$ cat config.mk
export PLATFORM = sky130hd
export DESIGN_NAME = wheel_speed_sync_pid
export DESIGN_NICKNAME = d
export VERILOG_FILES = /design/src/rtl/wssp_pkg.sv /design/src/rtl/wssp_front.sv /design/src/rtl/wssp_queue.sv /design/src/rtl/wssp_back.sv /design/src/rtl/wheel_speed_sync_pid.sv
export SDC_FILE = /design/constraint.sdc
export NUM_CORES = 2
export LEC_CHECK = 0
export ABC_AREA = 1
export CAP_MARGIN = 5
export CORE_ASPECT_RATIO = 1.1
export CORE_MARGIN = 4
export CORE_UTILIZATION = 50
export CTS_CLUSTER_DIAMETER = 30
export DETAILED_ROUTE_END_ITERATION = 16
export DONT_BUFFER_PORTS = 1
export PLACE_DENSITY = 0.71
export SLEW_MARGIN = 20
export SYNTH_ARGS = -nofsm -noshare
export SYNTH_HDL_FRONTEND = slang
export SYNTH_SLANG_ARGS = --single-unit
$ cat constraint.sdc
create_clock -name clock -period 9.4 [get_ports clock]
set_input_delay 0.47 -clock clock [delete_from_list [all_inputs] [get_ports clock]]
set_output_delay 0.47 -clock clock [all_outputs]
set_load 0.01 [all_outputs]
$ cat src/rtl/wssp_pkg.sv
// Shared types and constants of the wheel speed sync PID controller.
// No dependencies; every other file of the block imports this package.
package wssp_pkg;

   localparam int CNT_W       = 8;    // per-wheel edge count
   localparam int ERR_W       = 9;    // count_a - count_b
   localparam int GAIN_W      = 16;   // signed Q8.8 gains
   localparam int DUTY_W      = 15;   // unsigned Q7.8 duty
   localparam int ACC_W       = 16;   // signed Q8.8 leaky accumulator
   localparam int ACC_MAG_W   = 17;   // |acc + err*256| < 2^17
   localparam int DP_W        = 26;   // deriv_gain * (err + prev_err)
   localparam int DP_MAG_W    = 24;   // |deriv product| < 2^24
   localparam int CSR_IDX_W   = 3;
   localparam int CSR_DATA_W  = 16;
   localparam int REQ_TDATA_W = 8;
   localparam int RSP_TDATA_W = 32;
   localparam int QUEUE_DEPTH = 4;
   localparam int QUEUE_PTR_W = 2;
   localparam int QUEUE_CNT_W = 3;

   localparam logic [CNT_W-1:0] CNT_MAX = 8'd255;

   localparam logic [CSR_IDX_W-1:0] CSR_PROP_GAIN  = 3'd0;
   localparam logic [CSR_IDX_W-1:0] CSR_INTEG_GAIN = 3'd1;
   localparam logic [CSR_IDX_W-1:0] CSR_DERIV_GAIN = 3'd2;
   localparam logic [CSR_IDX_W-1:0] CSR_DUTY_MAX   = 3'd3;
   localparam logic [CSR_IDX_W-1:0] CSR_DUTY_START = 3'd4;

   localparam logic signed [GAIN_W-1:0] PROP_GAIN_RST  = 16'sd256;
   localparam logic signed [GAIN_W-1:0] INTEG_GAIN_RST = 16'sd0;
   localparam logic signed [GAIN_W-1:0] DERIV_GAIN_RST = 16'sd256;
   localparam logic [DUTY_W-1:0]        DUTY_MAX_RST   = 15'd6400;
   localparam logic [DUTY_W-1:0]        DUTY_START_RST = 15'd6400;

   typedef struct packed {
      logic [CNT_W-1:0] count_b;
      logic [CNT_W-1:0] count_a;
   } window_type;

   typedef struct packed {
      logic signed [GAIN_W-1:0] prop_gain;
      logic signed [GAIN_W-1:0] integ_gain;
      logic signed [GAIN_W-1:0] deriv_gain;
      logic [DUTY_W-1:0]        duty_max;
   } cfg_type;

   typedef struct packed {
      logic              valid;
      logic [DUTY_W-1:0] value;
   } duty_load_type;

   typedef struct packed {
      logic       push;
      window_type win;
   } queue_wr_type;

   typedef struct packed {
      logic       empty;
      window_type win;
   } queue_rd_type;

endpackage

$ cat src/rtl/wssp_front.sv
// Front end: edge detection and per-wheel edge counting on each sample word.
// Closes a window when wheel A reaches WINDOW_EDGES and queues the counts.
// Depends on wssp_pkg.
module wssp_front
   import wssp_pkg::*;
#(
   parameter int WINDOW_EDGES = 5
) (
   input  logic         clock,
   input  logic         reset,
   input  logic         req_tvalid,
   output logic         req_tready,
   input  logic         level_a,
   input  logic         level_b,
   input  logic         queue_full,
   output queue_wr_type queue_wr
);

   logic             last_a_ff, last_b_ff;
   logic [CNT_W-1:0] cnt_a_ff, cnt_b_ff;
   logic [CNT_W-1:0] cnt_a_in, cnt_b_in;
   logic             inc_a, inc_b, close, accept;

   assign req_tready = !queue_full;
   assign accept     = req_tvalid && req_tready;

   always_comb begin
      inc_a    = level_a && !last_a_ff && (cnt_a_ff != CNT_MAX);
      inc_b    = level_b && !last_b_ff && (cnt_b_ff != CNT_MAX);
      cnt_a_in = cnt_a_ff + CNT_W'(inc_a);
      cnt_b_in = cnt_b_ff + CNT_W'(inc_b);
      close    = (cnt_a_in >= CNT_W'(WINDOW_EDGES));
      queue_wr.push          = accept && close;
      queue_wr.win.count_a   = cnt_a_in;
      queue_wr.win.count_b   = cnt_b_in;
   end

   always_ff @(posedge clock) begin
      if (reset) begin
         last_a_ff <= 1'b0;
         last_b_ff <= 1'b0;
         cnt_a_ff  <= '0;
         cnt_b_ff  <= '0;
      end else if (accept) begin
         last_a_ff <= level_a;
         last_b_ff <= level_b;
         // clear both counts once the window is handed off
         cnt_a_ff  <= close ? '0 : cnt_a_in;
         cnt_b_ff  <= close ? '0 : cnt_b_in;
      end
   end

endmodule

$ cat src/rtl/wssp_queue.sv
// Short queue of closed windows between the front end and the PID back end.
// Depends on wssp_pkg.
module wssp_queue
   import wssp_pkg::*;
(
   input  logic         clock,
   input  logic         reset,
   input  queue_wr_type queue_wr,
   input  logic         pop,
   output logic         full,
   output queue_rd_type queue_rd
);

   window_type             mem_ff [QUEUE_DEPTH];
   logic [QUEUE_PTR_W-1:0] wr_ptr_ff, rd_ptr_ff;
   logic [QUEUE_CNT_W-1:0] fill_ff;
   logic                   do_push, do_pop;

   assign full           = (fill_ff == QUEUE_CNT_W'(QUEUE_DEPTH));
   assign queue_rd.empty = (fill_ff == '0);
   assign queue_rd.win   = mem_ff[rd_ptr_ff];
   assign do_push        = queue_wr.push && !full;
   assign do_pop         = pop && !queue_rd.empty;

   always_ff @(posedge clock) begin
      if (do_push) begin
         mem_ff[wr_ptr_ff] <= queue_wr.win;
      end
   end

   always_ff @(posedge clock) begin
      if (reset) begin
         wr_ptr_ff <= '0;
         rd_ptr_ff <= '0;
         fill_ff   <= '0;
      end else begin
         if (do_push) begin
            wr_ptr_ff <= wr_ptr_ff + 1'b1;
         end
         if (do_pop) begin
            rd_ptr_ff <= rd_ptr_ff + 1'b1;
         end
         case ({do_push, do_pop})
            2'b10:   fill_ff <= fill_ff + 1'b1;
            2'b01:   fill_ff <= fill_ff - 1'b1;
            default: fill_ff <= fill_ff;
         endcase
      end
   end

endmodule

$ cat src/rtl/wssp_back.sv
// Back end: PID update per closed window, duty state and the result register.
// Divisions by WINDOW_EDGES use a reciprocal multiply on magnitudes.
// Depends on wssp_pkg.
module wssp_back
   import wssp_pkg::*;
#(
   parameter int WINDOW_EDGES = 5
) (
   input  logic                   clock,
   input  logic                   reset,
   input  cfg_type                cfg,
   input  duty_load_type          duty_load,
   input  queue_rd_type           queue_rd,
   output logic                   pop,
   output logic                   rsp_tvalid,
   input  logic                   rsp_tready,
   output logic [RSP_TDATA_W-1:0] rsp_tdata
);

   localparam int WIN_LOG = $clog2(WINDOW_EDGES);
   localparam int SHIFT_A = ACC_MAG_W + WIN_LOG;
   localparam int SHIFT_D = DP_MAG_W + WIN_LOG;
   localparam int QA_W    = ACC_MAG_W + SHIFT_A;
   localparam int QD_W    = DP_MAG_W + SHIFT_D;
   localparam logic [63:0] RECIP_A_FULL =
      ((64'd1 << SHIFT_A) + 64'(WINDOW_EDGES) - 64'd1) / 64'(WINDOW_EDGES);
   localparam logic [63:0] RECIP_D_FULL =
      ((64'd1 << SHIFT_D) + 64'(WINDOW_EDGES) - 64'd1) / 64'(WINDOW_EDGES);
   localparam logic [ACC_MAG_W:0] RECIP_A = RECIP_A_FULL[ACC_MAG_W:0];
   localparam logic [DP_MAG_W:0]  RECIP_D = RECIP_D_FULL[DP_MAG_W:0];

   localparam logic [2:0] PH_IDLE  = 3'd0;
   localparam logic [2:0] PH_MULT  = 3'd1;
   localparam logic [2:0] PH_RECIP = 3'd2;
   localparam logic [2:0] PH_SCALE = 3'd3;
   localparam logic [2:0] PH_INTEG = 3'd4;
   localparam logic [2:0] PH_DONE  = 3'd5;

   logic [2:0] phase_ff, phase_in;
   logic       rsp_tvalid_ff, rsp_tvalid_in;
   logic       out_free, done_fire;

   // loop state
   logic signed [ERR_W-1:0] prev_err_ff;
   logic signed [ACC_W-1:0] acc_ff;
   logic [DUTY_W-1:0]       duty_ff;

   // stage registers
   logic [CNT_W-1:0]        edges_a_ff, edges_b_ff;
   logic signed [ERR_W-1:0] err_ff, err_in;
   logic signed [ACC_MAG_W:0] n_ff, n_in;
   logic signed [DP_W-1:0]  dp_ff, dp_in;
   logic signed [24:0]      pp_ff, pp_in;
   logic                    n_neg_ff, dp_neg_ff;
   logic [QA_W-1:0]         qa_ff, qa_in;
   logic [QD_W-1:0]         qd_ff, qd_in;
   logic signed [ACC_W-1:0] acc_in;
   logic signed [24:0]      dterm_ff, dterm_in;
   logic signed [31:0]      ip_ff, ip_in;
   logic signed [DP_W-1:0]  pd_ff, pd_in;
   logic [RSP_TDATA_W-1:0]  rsp_data_ff;

   // combinational helpers
   logic signed [GAIN_W-1:0]  prop_s, integ_s, deriv_s;
   logic signed [ERR_W:0]     dsum;
   logic signed [ACC_MAG_W:0] n_abs;
   logic [ACC_MAG_W-1:0]      n_mag, qa_q;
   logic signed [DP_W-1:0]    dp_abs;
   logic [DP_MAG_W-1:0]       dp_mag, qd_q;
   logic signed [ACC_MAG_W:0] acc_full;
   logic signed [31:0]        ip_adj;
   logic signed [23:0]        iterm;
   logic signed [27:0]        sum_s, dmax_s;
   logic [DUTY_W-1:0]         duty_clamp;

   assign prop_s  = cfg.prop_gain;
   assign integ_s = cfg.integ_gain;
   assign deriv_s = cfg.deriv_gain;

   assign out_free   = !rsp_tvalid_ff || rsp_tready;
   assign done_fire  = (phase_ff == PH_DONE) && out_free;
   assign pop        = (phase_ff == PH_IDLE) && !queue_rd.empty;
   assign rsp_tvalid = rsp_tvalid_ff;
   assign rsp_tdata  = rsp_data_ff;

   always_comb begin
      case (phase_ff)
         PH_IDLE:  phase_in = queue_rd.empty ? PH_IDLE : PH_MULT;
         PH_MULT:  phase_in = PH_RECIP;
         PH_RECIP: phase_in = PH_SCALE;
         PH_SCALE: phase_in = PH_INTEG;
         PH_INTEG: phase_in = PH_DONE;
         PH_DONE:  phase_in = out_free ? PH_IDLE : PH_DONE;
         default:  phase_in = PH_IDLE;
      endcase
      if (done_fire) begin
         rsp_tvalid_in = 1'b1;
      end else begin
         rsp_tvalid_in = rsp_tready ? 1'b0 : rsp_tvalid_ff;
      end
   end

   always_comb begin
      err_in = {1'b0, queue_rd.win.count_a} - {1'b0, queue_rd.win.count_b};

      // acc + err * 256, and the derivative and proportional products
      n_in  = {{(ACC_MAG_W + 1 - ACC_W){acc_ff[ACC_W-1]}}, acc_ff}
            + {err_ff[ERR_W-1], err_ff, 8'b0};
      dsum  = {err_ff[ERR_W-1], err_ff} + {prev_err_ff[ERR_W-1], prev_err_ff};
      dp_in = deriv_s * dsum;
      pp_in = prop_s * err_ff;

      // divide magnitudes by WINDOW_EDGES, truncating toward zero
      n_abs  = n_ff[ACC_MAG_W] ? -n_ff : n_ff;
      n_mag  = n_abs[ACC_MAG_W-1:0];
      qa_in  = QA_W'(n_mag) * QA_W'(RECIP_A);
      dp_abs = dp_ff[DP_W-1] ? -dp_ff : dp_ff;
      dp_mag = dp_abs[DP_MAG_W-1:0];
      qd_in  = QD_W'(dp_mag) * QD_W'(RECIP_D);

      qa_q     = qa_ff[SHIFT_A +: ACC_MAG_W];
      acc_full = n_neg_ff ? -{1'b0, qa_q} : {1'b0, qa_q};
      if (acc_full > 18'sd32767) begin
         acc_in = 16'sh7FFF;
      end else if (acc_full < -18'sd32768) begin
         acc_in = 16'sh8000;
      end else begin
         acc_in = acc_full[ACC_W-1:0];
      end
      qd_q     = qd_ff[SHIFT_D +: DP_MAG_W];
      dterm_in = dp_neg_ff ? -{1'b0, qd_q} : {1'b0, qd_q};

      ip_in = integ_s * acc_ff;
      pd_in = {pp_ff[24], pp_ff} + {dterm_ff[24], dterm_ff};

      // integral term: Q16.16 product back to Q8.8, toward zero
      ip_adj = ip_ff[31] ? ip_ff + 32'sd255 : ip_ff;
      iterm  = ip_adj[31:8];
      sum_s  = {13'b0, duty_ff} + {{2{pd_ff[DP_W-1]}}, pd_ff} + {{4{iterm[23]}}, iterm};
      dmax_s = {13'b0, cfg.duty_max};
      if (sum_s < 28'sd0) begin
         duty_clamp = '0;
      end else if (sum_s > dmax_s) begin
         duty_clamp = cfg.duty_max;
      end else begin
         duty_clamp = sum_s[DUTY_W-1:0];
      end
   end

   always_ff @(posedge clock) begin
      if (reset) begin
         phase_ff      <= PH_IDLE;
         rsp_tvalid_ff <= 1'b0;
         prev_err_ff   <= '0;
         acc_ff        <= '0;
         duty_ff       <= DUTY_START_RST;
      end else begin
         phase_ff      <= phase_in;
         rsp_tvalid_ff <= rsp_tvalid_in;
         if (phase_ff == PH_MULT) begin
            prev_err_ff <= err_ff;
         end
         if (phase_ff == PH_SCALE) begin
            acc_ff <= acc_in;
         end
         if (duty_load.valid) begin
            duty_ff <= duty_load.value;
         end else if (done_fire) begin
            duty_ff <= duty_clamp;
         end
      end
   end

   always_ff @(posedge clock) begin
      if (pop) begin
         edges_a_ff <= queue_rd.win.count_a;
         edges_b_ff <= queue_rd.win.count_b;
         err_ff     <= err_in;
      end
      if (phase_ff == PH_MULT) begin
         n_ff  <= n_in;
         dp_ff <= dp_in;
         pp_ff <= pp_in;
      end
      if (phase_ff == PH_RECIP) begin
         n_neg_ff  <= n_ff[ACC_MAG_W];
         dp_neg_ff <= dp_ff[DP_W-1];
         qa_ff     <= qa_in;
         qd_ff     <= qd_in;
      end
      if (phase_ff == PH_SCALE) begin
         dterm_ff <= dterm_in;
      end
      if (phase_ff == PH_INTEG) begin
         ip_ff <= ip_in;
         pd_ff <= pd_in;
      end
      if (done_fire) begin
         rsp_data_ff <= {1'b0, edges_b_ff, edges_a_ff, duty_clamp};
      end
   end

endmodule

$ cat src/rtl/wheel_speed_sync_pid.sv
// wheel_speed_sync_pid: keeps wheel B in step with wheel A by a PID on
// per-window encoder edge counts.
//
// req_* takes one encoder sample word (level_a, level_b) per cycle while
// req_tready is high. Rising edges are counted per wheel; when wheel A reaches
// WINDOW_EDGES the window closes and one rsp_* word follows with the new wheel B
// duty and both counts. Samples that do not close a window give no result.
// The csr_* port writes the gains, the duty clamp and the start duty; writing
// the start duty also loads the running duty at once.
// Throughput: one sample per cycle while req_tready is high. The PID back end
// takes one window at a time (the pop from idle, four stages around its
// multiplies and the result handoff); a 4-deep window queue sits in front of it,
// so req_tready drops only when that queue fills: when windows close faster than
// the back end, possible for WINDOW_EDGES below 3, or when rsp_tready holds off
// for several windows. A closing sample passes the window queue, the back end
// phases and the result register before it shows on rsp_tvalid.
// Reset clears counts, accumulator and previous error, and sets the duty to
// the reset start duty. When rsp_tready is low the result word holds in the
// output register while samples keep flowing into the queue until it fills.
module wheel_speed_sync_pid
   import wssp_pkg::*;
#(
   parameter int WINDOW_EDGES = 5
) (
   input  logic                   clock,
   input  logic                   reset,
   input  logic                   req_tvalid,
   output logic                   req_tready,
   input  logic [REQ_TDATA_W-1:0] req_tdata,   // [0] level_a, [1] level_b
   output logic                   rsp_tvalid,
   input  logic                   rsp_tready,
   output logic [RSP_TDATA_W-1:0] rsp_tdata,   // [14:0] duty_out, [22:15] edges_a,
                                               // [30:23] edges_b
   input  logic                   csr_wen,
   input  logic [CSR_IDX_W-1:0]   csr_idx,
   input  logic [CSR_DATA_W-1:0]  csr_wdata
);

   cfg_type       cfg_ff;
   duty_load_type duty_load;
   queue_wr_type  queue_wr;
   queue_rd_type  queue_rd;
   logic          queue_full, queue_pop;

   assign duty_load.valid = csr_wen && (csr_idx == CSR_DUTY_START);
   assign duty_load.value = csr_wdata[DUTY_W-1:0];

   always_ff @(posedge clock) begin
      if (reset) begin
         cfg_ff.prop_gain  <= PROP_GAIN_RST;
         cfg_ff.integ_gain <= INTEG_GAIN_RST;
         cfg_ff.deriv_gain <= DERIV_GAIN_RST;
         cfg_ff.duty_max   <= DUTY_MAX_RST;
      end else if (csr_wen) begin
         case (csr_idx)
            CSR_PROP_GAIN:  cfg_ff.prop_gain  <= csr_wdata;
            CSR_INTEG_GAIN: cfg_ff.integ_gain <= csr_wdata;
            CSR_DERIV_GAIN: cfg_ff.deriv_gain <= csr_wdata;
            CSR_DUTY_MAX:   cfg_ff.duty_max   <= csr_wdata[DUTY_W-1:0];
            default:        cfg_ff            <= cfg_ff;
         endcase
      end
   end

   wssp_front #(
      .WINDOW_EDGES (WINDOW_EDGES)
   ) u_front (
      .clock      (clock),
      .reset      (reset),
      .req_tvalid (req_tvalid),
      .req_tready (req_tready),
      .level_a    (req_tdata[0]),
      .level_b    (req_tdata[1]),
      .queue_full (queue_full),
      .queue_wr   (queue_wr)
   );

   wssp_queue u_queue (
      .clock    (clock),
      .reset    (reset),
      .queue_wr (queue_wr),
      .pop      (queue_pop),
      .full     (queue_full),
      .queue_rd (queue_rd)
   );

   wssp_back #(
      .WINDOW_EDGES (WINDOW_EDGES)
   ) u_back (
      .clock      (clock),
      .reset      (reset),
      .cfg        (cfg_ff),
      .duty_load  (duty_load),
      .queue_rd   (queue_rd),
      .pop        (queue_pop),
      .rsp_tvalid (rsp_tvalid),
      .rsp_tready (rsp_tready),
      .rsp_tdata  (rsp_tdata)
   );

endmodule
After elaboration in Yosys (flattened, before gate mapping)
Memory sizes are Yosys's and may differ from the RTL's. A register that Yosys moved wholly into a read port is not among the register bits. Index checks and enable logic that the tools add are counted.

Add/subtract/negate cells: 17. Multipliers: 5. Magnitude comparators: 5. Eq/ne operators: 14. Multiplexer cells: 23. Reductions and logical operators: 27.

Operators by type and width (number): 15-bit two-way mux (4); 24-bit by 24-bit multiplier with 48-bit output (second input constant) (1); 17-bit by 16-bit multiplier with 33-bit output (second input constant) (1); 32-bit by 9-bit adder with 32-bit output (second input constant) (1); 16-bit by 16-bit multiplier with 32-bit output (1); 16-bit two-way mux (2); 32-bit two-way mux (1); 28-bit adder (1); 28-bit by 16-bit greater-than comparator with 1-bit output (1); 28-bit by 1-bit less-than comparator with 1-bit output (second input constant) (1); 16-bit by 26-bit adder with 27-bit output (1); 25-bit by 25-bit adder with 26-bit output (1); 16-bit by 10-bit multiplier with 26-bit output (1); 16-bit by 9-bit multiplier with 25-bit output (1); 22-bit negation with 25-bit output (1); 24-bit two-way mux (1); 24-bit negation (1); 22-bit two-way mux (1); 16-bit by 17-bit adder with 18-bit output (1); 18-bit by 16-bit greater-than comparator with 1-bit output (second input constant) (1); 18-bit by 16-bit less-than comparator with 1-bit output (second input constant) (1); 18-bit two-way mux (1); 15-bit negation with 18-bit output (1); 3-bit one-hot mux with 6 select lines (1); other kinds (26) (63).

Register bits after elaboration: 423. Bits in writable memories: 64. Input bits: 32. Logic and storage cells: 124. Memories kept: 1.

Memory list: u_queue.mem_ff (words 4, bits a word 16, rd ports 1, clocked after memory_dff 1, wr ports 1, RTL line wssp_queue.sv:14) `window_type mem_ff [QUEUE_DEPTH];`.

Depth between registers and ports, before layout
Depth in word-level cells: 9. Mapped depth: 37. Gate-level depth less buffers: 37.

Modules after synthesis
Synthesis repeated with hierarchy kept, for this count alone.

Cell total of the unflattened synthesis: 6735. Area, all modules: 59079.2 um2.

By module, submodules not included: wssp_back (instances 1, cells an instance 5991, area an instance 52530.4 um2, sequential area each 8267.9 um2); wssp_queue (instances 1, cells an instance 224, area an instance 2849.0 um2, sequential area each 2102.0 um2); wheel_speed_sync_pid (instances 1, cells an instance 369, area an instance 2606.2 um2, sequential area each 1261.2 um2); wssp_front (instances 1, cells an instance 151, area an instance 1093.5 um2, sequential area each 360.3 um2).

Worst setup path before layout
OpenSTA, ideal clock, no wires.

Path type: reg-to-reg. Start: register u_back.dp_ff[0]. End: register u_back.qd_ff[45], data pin. Library setup time: 0.265 ns. Arrival: 7.245 ns. Setup slack: 1.890 ns. Stages on the path, launching flop included: 32. Path buffers: 0. Path through: edfxtp_1 inv_1 ha_1 inv_1 nor2_1 nand4_1 nor3_1 inv_1 o21ai_0 o21ai_0 xor2_1 ha_1 fa_1 inv_1 fa_1 inv_1 fa_1 fa_1 fa_1 inv_1 fa_1 inv_1 ha_1 nand2_1 nor2_1 inv_1 nor2_1 a211oi_1 nand2_1 a21oi_1 o21ai_0 xor2_1.

Longest elaborated chain between the ends: 3.

Ends and longest elaborated chain: start, declared (RTL line wssp_back.sv:52) `logic signed [DP_W-1:0] dp_ff, dp_in;`; start signal, assigned (RTL line wssp_back.sv:182) `dp_ff <= dp_in;`; 24-bit negation (RTL line wssp_back.sv:117) `dp_abs = dp_ff[DP_W-1] ? -dp_ff : dp_ff;`; 24-bit two-way mux * (RTL line wssp_back.sv:117); 24-bit by 24-bit multiplier with 48-bit output * (RTL line wssp_back.sv:119) `qd_in = QD_W'(dp_mag) * QD_W'(RECIP_D);`; named net u_back.qd_in[45] (RTL line wssp_back.sv:56) `logic [QD_W-1:0] qd_ff, qd_in;`; end signal, assigned (RTL line wssp_back.sv:189) `qd_ff <= qd_in;`; end, declared (RTL line wssp_back.sv:56).

Mark *: on every way through the listed nets, which the timed path passes. The rest lies on a longest branch. A chain may end at the register's enable or synchronous reset.

Worst setup path after layout
Start: register u_back.dp_ff[0]. End: register u_back.qd_ff[48], data pin.

The elaborated chain is that of the path after synthesis.

==> results.md <==
| Item | Value | Unit |
|---|---|---|
| Result of the run | completed | - |
| Setup TNS after final layout | 0 | ns |
| Final setup fails | 0 | - |
| Synthesized area | 0.0589 | mm² |
| Slack of the critical path | 0.905 | ns |
| Ratio of cells with drive above 1 in the final layout | 4.21 | % |
| Compound-gate portion of the synthesized area | 7.04 | % |
| Avg Vias per Cell | 5.27 | - |
| Top library cells by usage in the layout, fill and taps aside | 1673 x inv_1, 1072 x nand2_1, 835 x fa_1 | - |
| Number of top-level design ports | 66 | - |
| R2R Setup Slk | 0.91 | ns |
| Combinational family with the most area after synthesis | adder cells | - |
| CP delay by family, top | adder cells | - |
| Utilization of the core after routing | 54.7 | % |
| Die Outline Area | 0.123 | mm² |
| Crit Path Max Fanout | 7 | - |
| Critical path buffer and inverter count | 8 | - |
| X dimension of the die | 335 | µm |
| Synth warn | 0 | - |
| Slew Viols, Final | 0 | - |
| Commonest register cell after synthesis | edfxtp_1 | - |
| Xor-xnor portion of the synthesized cell area | 4.79 | % |
| Detailed Place HPWL | 123 | mm |
| Flop and latch count out of synthesis | 444 | - |
| Later-pin clock latency in the skew report | 0.69 | ns |
| Critical Path Start Type | register | - |
| Sequential standard cell area | 0.0120 | mm² |
| Pre-antenna DRT Iters | 6 | - |
| Worst-path cell with the longest stage delay | xor2_1 | - |
| Multi-input logic area | 0.0400 | mm² |
| Maximum Capacitance Violations | 0 | - |
| Total global-route track usage | 25.1 | % |
| Library cell appearing most often on the critical path | inv_1 | - |
| Final-stage net count | 8263 | - |
| Max Clock Skew | 0.0625 | ns |
| Die height | 368 | µm |
| Starting density of the core | 50.6 | % |
| Total CTS buffers | 86 | - |
| Worst slew pin tran | 1.11 | ns |
| Clock-pin slew reported for the worst setup and hold paths after clock tree synthesis | 0.05 | ns |
| Weighted congestion reported at the end of routability-driven placement | 0.943 | - |
| Type of the worst setup path | reg2reg | - |
| Class of the most critical hold timing path | in2reg | - |
| Final hold vios | 0 | - |
| Achievable Freq | 118 | MHz |
| Max-slew headroom at the worst pin | 25.8 | % |
| Synthesized instance count | 6711 | - |
| DRC violations left | 0 | - |
| Unique masters post-synth | 63 | - |
| Number of rows created at floorplan | 131 | - |
| Maximum number of pins on one net before global-route repair | 89 | - |
| Multiplexer share of the synthesized area | 0 | % |
| Share of synthesized area occupied by flip-flops and latches | 20.4 | % |
| Port Buffers | 0 | - |
| Number of buffers inserted by post-CTS setup repair | 0 | - |
| Root buf cell | clkbuf_16 | - |
| Worst path arrival time | 8.92 | ns |
| Total wirelength of the detailed-routed design | 151 | mm |
| Final critical path time including I/O delays and setup | 8.49 | ns |
| Minimum setup slack after placement | 0.853 | ns |
| Crit path capture type | register | - |
| CTS resizes | 0 | - |
| Number of global-route vias before repair | 45936 | - |
| Buffer depth of the longest clock path | 3 | - |
| Commonest non-fill, non-tap cell in the layout | inv_1 | - |
| Global-route wire length before repair | 243 | mm |
| Initial antenna violation count | 10 | - |
| Post-Synthesis Net Count | 8274 | - |
| Post-synthesis adder-cell area fraction | 43.2 | % |
| Htree depth | 3 | - |
| Clock tree from TritonCTS | yes | - |
| Total number of vias | 43910 | - |
| Ys async rst share | 0 | % |
| Remaining Overflow, GRT | 0 | - |
| Count of routing violations after the opening detailed-route iteration | 2900 | - |
| Number of hold buffers added after cts | 21 | - |
| EDFF count, synth | 310 | - |
| Filler Cell Count | 10459 | - |
| Share of synthesized cell area in and, or, nand and nor gates | 12.8 | % |
| Largest stage delay, worst path | 0.73 | ns |
| Antenna Nets Post-Route | 0 | - |
| Routed wire per std cell | 18.1 | µm |
| Period Utilization, post-route | 90.4 | % |
| Area of the placeable core | 0.116 | mm² |
| Unrepaired setup endpoints after global routing | false | - |
| Required time reported for the critical path endpoint | 9.83 | ns |
| CTS Sinks | 444 | - |
| Area growth from synthesis to layout | 8.19 | % |
| Syn avg cell area | 8.77 | µm² |
-- kinds of logic (layout without fill, tap and decap cells) --
logic type                 count (synthesis)  count (layout)
other                                      1              25
adders and majority gates               1531            1531
DFF                                      444             444
buffers and inverters                   1845            1908
AOI/OAI and AO/OA                        749             749
and+or+nand+nor                         1819            1819
xor gates and xnor gates                 322             322
-- state kept, by name, indices dropped and copies added, names as in the netlist, 2 cells and up, named ones only --
signal and flops:
u_back.qd_ff 22, u_back.qa_ff 15, u_back.edges_a_ff 8, u_front.cnt_b_ff 8, u_back.rsp_tdata 31, u_back.dterm_ff 25
u_back.pp_ff 25, u_back.err_ff 9, u_back.dp_ff 25, u_back.acc_ff 16, u_back.edges_b_ff 8, u_back.phase_ff 3
u_front.cnt_a_ff 8, u_queue.mem_ff 64, u_back.n_ff 18, cfg_ff 63, u_back.duty_ff 15, u_queue.rd_ptr_ff 2
u_queue.fill_ff 3, u_back.ip_ff 32, u_queue.wr_ptr_ff 2, u_back.pd_ff 26, u_back.prev_err_ff 9
-- metal layers --
| layer | GRT usage (%) | part of all wire, % |
|---|---|---|
| met4 | 9.39 | 3.6 |
| met5 | 0 | 0 |
| met2 | 42.9 | 49 |
| met3 | 4.26 | 7.3 |
| met1 | 32.0 | 40 |
-- synthesized netlist by cell type, types with 9 or more instances --
cell type	instances	area, µm²
a21o_1	14	105
a21oi_1	340	1700
a22o_1	10	87.6
a31oi_1	40	250
a32oi_1	9	78.8
clkbuf_1	154	578
dfxtp_1	134	2680
edfxtp_1	310	9310
fa_1	835	16700
ha_1	696	8710
inv_1	1673	6280
nand2_1	1072	4020
nand2_2	10	62.6
nand3_1	91	455
nand4_1	62	388
nor2_1	432	1620
nor2_2	11	68.8
nor3_1	62	310
nor4_1	13	81.3
o211ai_1	11	82.6
o21a_1	10	75.1
o21ai_0	237	1190
o21ai_1	11	55.1
o21bai_1	14	105
or2_2	38	238
xnor2_1	101	885
xor2_1	221	1940
-- per-stage QoR --
stage / area, µm² / instances / hold WS, ns
after floorplan: 58900 / 6711 / 0.400
after global placement: 60500 / 8120 / 0.402
after detailed placement: 60500 / 8120 / 0.405
after CTS: 63600 / 8303 / 0.00226
after global routing: 63700 / 8315 / 0.0305
final: 63700 / 8327 / 0.0421
-- tightest hold or removal path: cells and delay by family --
family | cells | cell delay (ns)
AOI/OAI and AO/OA | 1 | 0.11
and+or+nand+nor | 1 | 0.05
buffers and inverters | 1 | 0.03
-- worst paths after layout --
| kind | startpoint | end | cells past startpoint |
|---|---|---|---|
| worst min-delay path | csr_wdata[8] | u_back.duty_ff[8] | 3 |
| worst max register to register | u_back.dp_ff[0] | u_back.qd_ff[48] | 30 |
| worst max-delay path | u_back.dp_ff[0] | u_back.qd_ff[48] | 30 |
| worst min register to register | u_back.edges_b_ff[6] | u_back.rsp_tdata[29] | 0 |
-- layout make-up --
cell class,instances,area share (%)
multi-input combinational,4422,62.7
sequential,444,18.8
inverter,1679,9.89
clock buffer,96,3.47
tap,1529,3.00
clock inverter,66,1.09
timing repair buffer,67,0.888
antenna,24,0.0943
Power is left out: the tool's default activity adds up to more than one toggle a clock period on the data nets, which glitch-free logic cannot reach.
